### src/hw/rtl/hsv_percent_to_rgb8_assert.svh
// Assertion macros used by the RTL of the HSV to RGB converter.
// Define ASSERT_OFF to compile them out.
`ifndef HSV_PERCENT_TO_RGB8_ASSERT_SVH
`define HSV_PERCENT_TO_RGB8_ASSERT_SVH

`ifndef ASSERT_OFF

// cons must hold in every cycle in which ante holds
`define HSV_ASSERT_IMPLY(lbl, clk_i, rstn_i, ante, cons, msg) \
	lbl: assert property (@(posedge clk_i) disable iff (!rstn_i) (ante) |-> (cons)) \
		else $error(msg);

// cond must never hold out of reset
`define HSV_ASSERT_NEVER(lbl, clk_i, rstn_i, cond, msg) \
	lbl: assert property (@(posedge clk_i) disable iff (!rstn_i) !(cond)) \
		else $error(msg);

`else

`define HSV_ASSERT_IMPLY(lbl, clk_i, rstn_i, ante, cons, msg)
`define HSV_ASSERT_NEVER(lbl, clk_i, rstn_i, cond, msg)

`endif

`endif

### src/hw/rtl/hsvrgb_pkg.sv
package hsvrgb_pkg;

	localparam int PCT_W  = 7;
	localparam int CH_W   = 8;
	localparam int K_W    = 6;   // ramp numerator 0..50
	localparam int VS_W   = 14;  // v*s, v*100 up to 10000
	localparam int N_W    = 19;  // numerator over 500000, up to 500000
	localparam int X_W    = 25;  // n*51
	localparam int Y_W    = 20;  // n*51 / 32
	localparam int Q_W    = 9;
	localparam int RECIP_SHIFT = 32;
	localparam int P_W    = 41;  // y * reciprocal

	localparam logic [PCT_W-1:0] PCT_MAX = 7'd100;
	localparam logic [K_W-1:0]   K_FULL  = 6'd50;
	localparam logic [VS_W-1:0]  PCT_SCALE = 14'd100;
	localparam logic [N_W-1:0]   OFS_MUL = 19'd50;
	localparam logic [X_W-1:0]   FS_MUL  = 25'd51;      // 255/500000 = 51/100000
	localparam logic [20:0]      RECIP   = 21'd1374389;  // floor(2^32 / 3125)
	localparam logic [Y_W-1:0]   DIV_LO  = 20'd3125;     // 100000 / 32
	localparam logic [Q_W-1:0]   CH_MAX  = 9'd255;

	// 60 degree hue sectors
	typedef enum logic [2:0] {
		SEC_RY,  // red to yellow
		SEC_YG,  // yellow to green
		SEC_GC,  // green to cyan
		SEC_CB,  // cyan to blue
		SEC_BM,  // blue to magenta
		SEC_MR   // magenta to red
	} sector_t;

	typedef struct packed {
		sector_t        sec;
		logic [K_W-1:0] k;
	} hue_t;

	// clamp a 7-bit percentage to 100
	function automatic logic [PCT_W-1:0] limit_pct(input logic [PCT_W-1:0] x);
		return (x > PCT_MAX) ? PCT_MAX : x;
	endfunction

	// sector and ramp numerator for hue 0..100 (3*h over 50 is H/60)
	function automatic hue_t hue_decode(input logic [PCT_W-1:0] h);
		logic [8:0] h9;
		logic [8:0] h3;
		logic [8:0] t;
		hue_t       r;
		h9 = {2'b00, h};
		h3 = h9 + {h9[7:0], 1'b0};
		if (h3 < 9'd50)       r.sec = SEC_RY;
		else if (h3 < 9'd100) r.sec = SEC_YG;
		else if (h3 < 9'd150) r.sec = SEC_GC;
		else if (h3 < 9'd200) r.sec = SEC_CB;
		else if (h3 < 9'd250) r.sec = SEC_BM;
		else                  r.sec = SEC_MR;
		if (h3 < 9'd100)      t = h3;
		else if (h3 < 9'd200) t = h3 - 9'd100;
		else if (h3 < 9'd300) t = h3 - 9'd200;
		else                  t = h3 - 9'd300;
		r.k = (t >= 9'd50) ? K_W'(9'd100 - t) : K_W'(t);
		return r;
	endfunction

	// ramp numerator of one channel (0 red, 1 green, 2 blue)
	function automatic logic [K_W-1:0] chan_k(input sector_t sec, input logic [K_W-1:0] k,
			input logic [1:0] ch);
		logic [K_W-1:0] kr, kg, kb;
		unique case (sec)
			SEC_RY:  begin kr = K_FULL; kg = k;      kb = '0;     end
			SEC_YG:  begin kr = k;      kg = K_FULL; kb = '0;     end
			SEC_GC:  begin kr = '0;     kg = K_FULL; kb = k;      end
			SEC_CB:  begin kr = '0;     kg = k;      kb = K_FULL; end
			SEC_BM:  begin kr = k;      kg = '0;     kb = K_FULL; end
			default: begin kr = K_FULL; kg = '0;     kb = k;      end
		endcase
		case (ch)
			2'd0:    return kr;
			2'd1:    return kg;
			default: return kb;
		endcase
	endfunction

endpackage

### src/hw/rtl/hsv_percent_to_rgb8.sv
// HSV to 8-bit RGB converter. Hue, saturation and value arrive as percentages
// (0..100, larger codes count as 100); hue covers the full circle. One item is
// taken on every clock in which start is high: busy is tied low, since the
// six-stage pipeline never stalls. The converted color appears on red_out,
// green_out and blue_out for exactly one cycle with strobe high, in the cycle
// after the fifth clock edge that follows the item being taken, so it must be
// taken at the sixth edge; items come out in order and the receiver cannot
// hold them off. Each channel is floor(255*(channel+m)) computed exactly in
// integer math.
`include "hsv_percent_to_rgb8_assert.svh"

module hsv_percent_to_rgb8 (
	input  logic                         clk,
	input  logic                         arst_n,
	input  logic                         start,
	output logic                         busy,
	input  logic [hsvrgb_pkg::PCT_W-1:0] hue_pct,
	input  logic [hsvrgb_pkg::PCT_W-1:0] sat_pct,
	input  logic [hsvrgb_pkg::PCT_W-1:0] val_pct,
	output logic                         strobe,
	output logic [hsvrgb_pkg::CH_W-1:0]  red_out,
	output logic [hsvrgb_pkg::CH_W-1:0]  green_out,
	output logic [hsvrgb_pkg::CH_W-1:0]  blue_out
);
	import hsvrgb_pkg::*;

	// valid bits
	logic v_s1, v_s2, v_s3, v_s4, v_s5, v_s6;

	// stage 1: clamp, hue decode
	hue_t             hue_s1;
	logic [PCT_W-1:0] s_s1, val_s1;
	// stage 2: v*s, v*100
	hue_t             hue_s2;
	logic [VS_W-1:0]  vs_s2, v100_s2;
	// stage 3: numerators, per channel
	logic [N_W-1:0]   n_s3 [3];
	// stage 4: scaled by 51/32
	logic [Y_W-1:0]   y_s4 [3];
	// stage 5: quotient estimate
	logic [Y_W-1:0]   y_s5 [3];
	logic [Q_W-1:0]   q0_s5 [3];
	// stage 6: results
	logic [CH_W-1:0]  ch_s6 [3];

	logic accept;
	assign busy   = 1'b0;
	assign accept = start && !busy;

	// valid pipe
	always_ff @(posedge clk or negedge arst_n) begin
		if (!arst_n) begin
			v_s1 <= 1'b0;
			v_s2 <= 1'b0;
			v_s3 <= 1'b0;
			v_s4 <= 1'b0;
			v_s5 <= 1'b0;
			v_s6 <= 1'b0;
		end else begin
			v_s1 <= accept;
			v_s2 <= v_s1;
			v_s3 <= v_s2;
			v_s4 <= v_s3;
			v_s5 <= v_s4;
			v_s6 <= v_s5;
		end
	end

	// stages 1 and 2
	always_ff @(posedge clk) begin
		hue_s1 <= hue_decode(limit_pct(hue_pct));
		s_s1   <= limit_pct(sat_pct);
		val_s1 <= limit_pct(val_pct);

		hue_s2  <= hue_s1;
		vs_s2   <= VS_W'(val_s1) * VS_W'(s_s1);
		v100_s2 <= VS_W'(val_s1) * PCT_SCALE;
	end

	// stages 3 to 6, one lane per channel
	for (genvar c = 0; c < 3; c++) begin : g_lane
		logic [K_W-1:0]  kc;
		logic [X_W-1:0]  x;
		logic [P_W-1:0]  p;
		logic [Y_W-1:0]  rem;
		logic [Q_W-1:0]  q;

		assign kc  = chan_k(hue_s2.sec, hue_s2.k, 2'(c));
		assign x   = X_W'(n_s3[c]) * FS_MUL;
		assign p   = P_W'(y_s4[c]) * P_W'(RECIP);
		// estimate is low by at most one
		assign rem = y_s5[c] - Y_W'(q0_s5[c]) * DIV_LO;

		always_comb begin
			q = (rem >= DIV_LO) ? q0_s5[c] + Q_W'(1) : q0_s5[c];
			if (q > CH_MAX) q = CH_MAX;
		end

		always_ff @(posedge clk) begin
			n_s3[c]  <= N_W'(vs_s2) * N_W'(kc) + OFS_MUL * N_W'(v100_s2 - vs_s2);
			y_s4[c]  <= x[X_W-1:5];
			y_s5[c]  <= y_s4[c];
			q0_s5[c] <= p[P_W-1:RECIP_SHIFT];
			ch_s6[c] <= q[CH_W-1:0];
		end
	end

	assign strobe    = v_s6;
	assign red_out   = ch_s6[0];
	assign green_out = ch_s6[1];
	assign blue_out  = ch_s6[2];

	// checks
	`HSV_ASSERT_IMPLY(a_strobe_follows_item, clk, arst_n, strobe,
		$past(start, 6), "result without an item six cycles earlier")
	`HSV_ASSERT_IMPLY(a_gray_when_unsaturated, clk, arst_n, strobe && $past(sat_pct == 7'd0, 6),
		red_out == green_out && green_out == blue_out, "zero saturation gave a tint")
	`HSV_ASSERT_IMPLY(a_black_when_dark, clk, arst_n, strobe && $past(val_pct == 7'd0, 6),
		red_out == 8'd0 && green_out == 8'd0 && blue_out == 8'd0, "zero value not black")
	`HSV_ASSERT_NEVER(a_never_busy, clk, arst_n, busy, "pipeline reported a stall")

endmodule

### config.mk
export PLATFORM = sky130hd
export DESIGN_NAME = hsv_percent_to_rgb8
export DESIGN_NICKNAME = d
export VERILOG_FILES = /design/src/hw/rtl/hsvrgb_pkg.sv /design/src/hw/rtl/hsv_percent_to_rgb8.sv
export VERILOG_INCLUDE_DIRS = /design/src /design/src/hw/rtl
export SDC_FILE = /design/constraint.sdc
export NUM_CORES = 2
export LEC_CHECK = 0
export ABC_AREA = 1
export BUFFER_PORTS_ARGS = -buffer_cell sky130_fd_sc_hd__buf_4
export CAP_MARGIN = 20
export CELL_PAD_IN_SITES_DETAIL_PLACEMENT = 0
export CELL_PAD_IN_SITES_GLOBAL_PLACEMENT = 1
export CORE_ASPECT_RATIO = 0.6
export CORE_UTILIZATION = 52
export DETAILED_ROUTE_END_ITERATION = 8
export PLACE_DENSITY = 0.93
export SYNTH_ARGS = -nofsm -noshare
export SYNTH_HDL_FRONTEND = slang
export SYNTH_SLANG_ARGS = --single-unit
### constraint.sdc
create_clock -name clk -period 8.43 [get_ports clk]
set_input_delay 0.4215 -clock clk [delete_from_list [all_inputs] [get_ports clk]]
set_output_delay 0.4215 -clock clk [all_outputs]
set_load 0.005 [all_outputs]
# Word level (Yosys, flattened, before mapping)
# Memories as Yosys holds them, arrays and structs flattened.
# Cells that the tools add are included.
dict set report word_totals {
  word_cells 98
  mem_bits_rw 228
  ff_bits 64
  n_memories 5
  in_bits 24
}
dict set report classes {
  n_lt_le_gt_ge 16
  addsub 15
  muxes 18
  n_reduce_logical 9
  mul 15
  eq_ne 4
}
# memory words width rd rd_ports_with_merged_regs wr line_no
set memory_table {}
lappend memory_table {y_s4 3 20 3 0 3 hsv_percent_to_rgb8.sv:39} ;# logic [Y_W-1:0] y_s4 [3];
lappend memory_table {y_s5 3 20 3 0 3 hsv_percent_to_rgb8.sv:41} ;# logic [Y_W-1:0] y_s5 [3];
lappend memory_table {n_s3 3 19 3 0 3 hsv_percent_to_rgb8.sv:37} ;# logic [N_W-1:0] n_s3 [3];
lappend memory_table {q0_s5 3 9 3 0 3 hsv_percent_to_rgb8.sv:42} ;# logic [Q_W-1:0] q0_s5 [3];
lappend memory_table {ch_s6 3 8 3 0 3 hsv_percent_to_rgb8.sv:44} ;# logic [CH_W-1:0] ch_s6 [3];
# op count
set op_table {}
lappend op_table {{$mul 20x21->41 const B} 3}
lappend op_table {{$mul 19x6->25 const B} 3}
lappend op_table {{$ge 20x12->1 const B} 3}
lappend op_table {{$mul 9x12->20 const B} 3}
lappend op_table {{$sub 20x20->20} 3}
lappend op_table {{$add 19x19->19} 3}
lappend op_table {{$mul 14x6->19} 3}
lappend op_table {{$mux 9} 6}
lappend op_table {{$pmux 6 s2} 3}
lappend op_table {{$add 9x1->9 const B} 3}
lappend op_table {{$gt 9x8->1 const B} 3}
lappend op_table {{$lt 9x8->1 const B} 3}
lappend op_table {{$mux 8} 3}
lappend op_table {{$gt 7x7->1 const B} 3}
lappend op_table {{$mul 5x19->18 const A} 1}
lappend op_table {{$sub 14x14->15} 1}
lappend op_table {{$mul 7x7->14} 1}
lappend op_table {{$reduce_or 2->1} 7}
lappend op_table {{$mul 7x5->12 const B} 1}
lappend op_table {{$add 7x8->9} 1}
lappend op_table {{$ge 9x6->1 const B} 1}
lappend op_table {{$lt 9x6->1 const B} 1}
lappend op_table {{$lt 9x7->1 const B} 1}
lappend op_table {{$lt 9x9->1 const B} 1}
lappend op_table {{other kinds (13)} 16}

# Depth between registers and ports, before layout
dict set report logic_depth {
  ltp_word 9
  depth_mapped 34
  ltp_nobuf 32
}

# Worst setup path after synthesis
# OpenSTA, ideal clock, no wires.
dict set report synth_path {
  kind {register to register}
  from {reg vs_s2[2]}
  to {mem n_s3[0][18]}
  slack_ns 2.265
  synth_period_minus_slack_ns 6.165
  arrival_time_ns 6.050
  required_ns 8.316
  path_stages_with_launch 32
  path_buffers 2
  path_cell_list {dfxtp_1 > clkbuf_1 > clkbuf_1 > inv_1 > ha_1 > nand3_1 > nand2_1 > a21oi_1 > o21ai_0 > nand3_1 > nand2_1 > xor2_1 > ha_1 > ha_1 > fa_1 > ha_1 > nand2_1 > nor3_1 > a21oi_1 > o21ai_0 > a21oi_1 > nor2_1 > nor2_1 > xnor2_1 > fa_1 > ha_1 > inv_1 > nor3_1 > a21oi_1 > xnor2_1 > xnor2_1 > inv_1}
}
# element line_no
set synth_rtl {}
lappend synth_rtl {{start: declaration} hsv_percent_to_rgb8.sv:35} ;# logic [VS_W-1:0] vs_s2, v100_s2;
lappend synth_rtl {{start signal: assignment} hsv_percent_to_rgb8.sv:76} ;# vs_s2 <= VS_W'(val_s1) * VS_W'(s_s1);
lappend synth_rtl {{end: declaration} hsv_percent_to_rgb8.sv:37}

==> results.txt <==
Die ar.: 111000 um^2
Row count: 93
Hold path depth: 3
Setup TNS Final: 0 ns
Final ANT Viol Nets: 0
Area leader, netlist: fa_1
CTS max path bufs: 3
Die W: 429 um
Design Area, Final: 60200 um^2
Setup violators final: 0
Busiest metal layer after global routing: met1
DP HPWL: 129000 um
DRC errors left: 0
GRT Resource Usage Total: 0.269
Clock transition at path regs: 0.07 ns
Max incr delay on CP: 0.64 ns
Final Hold Viols: 0
Ys Warns: 0
Drt total wl: 147000 um
Mapped Area: 56900 um^2
Vias in the first global route: 42.9k
Number of synthesized register bits: 292
Clock insertion delay at the later pin of the skew report: 0.61 ns
Endpoint, Worst Hold: val_s1[1]$_SDFF_PN0_
Worst-Margin Slew: 1.24 ns
Worst r2r src: vs_s2[1]$_DFF_P_
Fraction of layout cells with a size suffix above 1: 0.0304
Crit path max fanout: 13
Die Height: 258 um
CTS root buffer: clkbuf_16
Count of cell types in the netlist: 60
# port buffers: 48
Cts-stage hold buffer count: 8
Global routing met2 resource utilization: 0.351
DR vias: 42.8k
Peak Freq: 0.142 GHz
Clk sinks: 292
Slew Viols, Final: 0
Nets@finish: 8630
Fill count: 9639
Slew margin rel.: 0.168
CP endpoint kind: flip-flop
Worst R2R End: n_s3[0][18]$_DFF_P_
Top_reg_cell synth: dfxtp_1
Starting Density: 0.527
Placed cell areas: 58900 um^2
Hold crit path type: input pin to flip-flop
Via density: 5.34
M1 GR Usage: 0.433
CTS tree: yes
Core box area: 108000 um^2
Met3 usage: 0.0860
Mapped Cells: 6518
Synth top area share: 0.300
First-pass GRT wire length: 236000 um
Setup crit start kind: flip-flop
Total gr overflow: 0
Gp weighted congestion: 1.08
Worst R2R Path Depth: 23
CP arrival: 7.49 ns
Drt wl/cell: 18.3 um
Seq/Total Area, Yosys: 0.103
# diodes: 0
Num CTS Buffers: 36
Avg Cell Area, Syn: 8.72 um^2
RSZ-0062 raised after global routing: no
Kind of critical path: flip-flop to flip-flop
Kind of cell adding the most delay to the critical path: adder cells
Largest net degree at the start of global routing: 20
Hold wc startpoint: val_pct[1]
Max Cap Viol: 0
Layout area overhead: 5.92%
Count leader, synth: inv_1
Flop2flop setup slack: 1.41 ns
Drt first-iter violations: 3450
Post-CTS Setup Repair Bufs: 0
Worst Skew: 0.0400 ns
Synth cell count leaders: inv_1, ha_1, nand2_1, fa_1, nor2_1
TritonRoute pass-1 iters: 8
Most frequent cell on the critical path: ha_1
Slowest cell on the critical path: dfxtp_1
Syn_nets: 8571
Period Utilization, post-route: 0.832
Period minus WS final: 7.02 ns
H-tree levels: 2
Post-cts sizing count: 0
Largest cells by area after synthesis: fa_1, ha_1, inv_1, dfxtp_1, nand2_1
Status: complete, no violations
Top-Level Pins: 50
Initial antenna violation count: 1
Post-synth EDFFs: 0
Critical Path RT: 8.90 ns
CP Buf/Inv Count: 3
Crit path cell chain: clkinv_1 > ha_1 > xor2_1 > ha_1 > ha_1 > fa_1 > ha_1 > nand2_1 > o21ai_0 > xor2_1 > fa_1 > inv_1 > ha_1 > nand2_1 > a21oi_1 > a211oi_1 > nand2_1 > a21boi_0 > o21ai_0 > a21oi_1 > xnor2_1 > xnor2_1 > inv_1
Ys async rst share: 0.0205
==> per-stage QoR <==
step	utilization	instances	setup WS, ns	hold slack (ns)
after global routing	0.558	8030	1.01	0.0309
final	0.558	8030	1.41	0.0379
after global placement	0.546	7955	1.62	0.230
after detailed placement	0.546	7955	1.54	0.233
after floorplan	-	6518	2.27	0.126
after CTS	0.558	8029	1.47	0.0106
==> worst max-delay path by stage <==
stage | from | endpoint | slack, ns | depth (start not counted)
2_1_floorplan | vs_s2[2]$_DFF_P_ | n_s3[0][18]$_DFF_P_ | 2.27 | 31
3_3_place_gp | vs_s2[0]$_DFF_P_ | n_s3[0][18]$_DFF_P_ | 1.62 | 23
3_5_place_dp | vs_s2[0]$_DFF_P_ | n_s3[0][18]$_DFF_P_ | 1.54 | 23
4_1_cts | vs_s2[0]$_DFF_P_ | n_s3[0][18]$_DFF_P_ | 1.47 | 23
5_1_grt | vs_s2[0]$_DFF_P_ | n_s3[0][18]$_DFF_P_ | 1.01 | 29
6_report | vs_s2[1]$_DFF_P_ | n_s3[0][18]$_DFF_P_ | 1.41 | 23
==> layout make-up <==
class / count / area (um^2) / share of cell area
well taps: 1425 / 1780 / 0.0296
flip-flops and latches: 292 / 5880 / 0.0975
clock buffers: 42 / 975 / 0.0162
multi-input cells: 4528 / 44600 / 0.740
inverters: 1651 / 6200 / 0.103
clock inverters: 24 / 283 / 0.00469
repair buffers: 68 / 531 / 0.00881
==> metal layers <==
| metal | wire length [um] | vias up |
|---|---|---|
| li1 | - | 20500 |
| met1 | 74600 | 20600 |
| met2 | 53700 | 1629 |
| met3 | 17500 | 130 |
| met4 | 1540 | 0 |
| met5 | 0 | - |
==> layout by cell type, fill, tap and decap left out, types with 28 or more instances in the layout <==
cell       netlist  routed
buf_4            1      60
nand4_1         52      52
a31oi_1         28      28
dfxtp_1        286     286
a21o_1          36      36
o21ai_0        154     154
nand2_1        891     891
ha_1          1177    1177
clkbuf_16        0      37
fa_1           852     852
xnor2_1         72      72
nand3_1        183     183
nor2_1         324     324
nor3_1          39      39
xor2_1         189     189
a21oi_1        317     317
inv_1         1634    1634
==> state kept, by name, indices dropped and copies added (netlist names) <==
signal,count
q0_s5,27
y_s5,60
vs_s2,14
strobe,1
y_s4,60
v_s2,1
hue_s1,9
n_s3,57
v_s4,1
hue_s2,9
v100_s2,12
v_s3,1
s_s1,7
v_s1,1
ch_s6,24
val_s1,7
v_s5,1
==> worst reg2reg max path: cells and delay by family (launching register included) <==
family	cells	cell delay, ns
fa+ha+maj	7	2.65
xor+xnor	4	1.37
compound gates	6	1.37
flops	1	0.64
buf+inv	3	0.54
simple gates	3	0.33
==> kinds of logic (layout without fill, tap and decap cells) <==
| group | count (synthesis) | in the layout | share of synthesized area |
|---|---|---|---|
| simple gates | 1566 | 1566 | 0.117 |
| other cells | 1 | 1 | 0.0000659 |
| buf+inv | 1698 | 1785 | 0.113 |
| fa+ha+maj | 2029 | 2029 | 0.559 |
| compound gates | 671 | 671 | 0.0681 |
| xor+xnor | 261 | 261 | 0.0402 |
| flops | 292 | 292 | 0.103 |
Power is left out: the tool's default activity adds up to more than one toggle a clock period on the data nets, which glitch-free logic cannot reach.
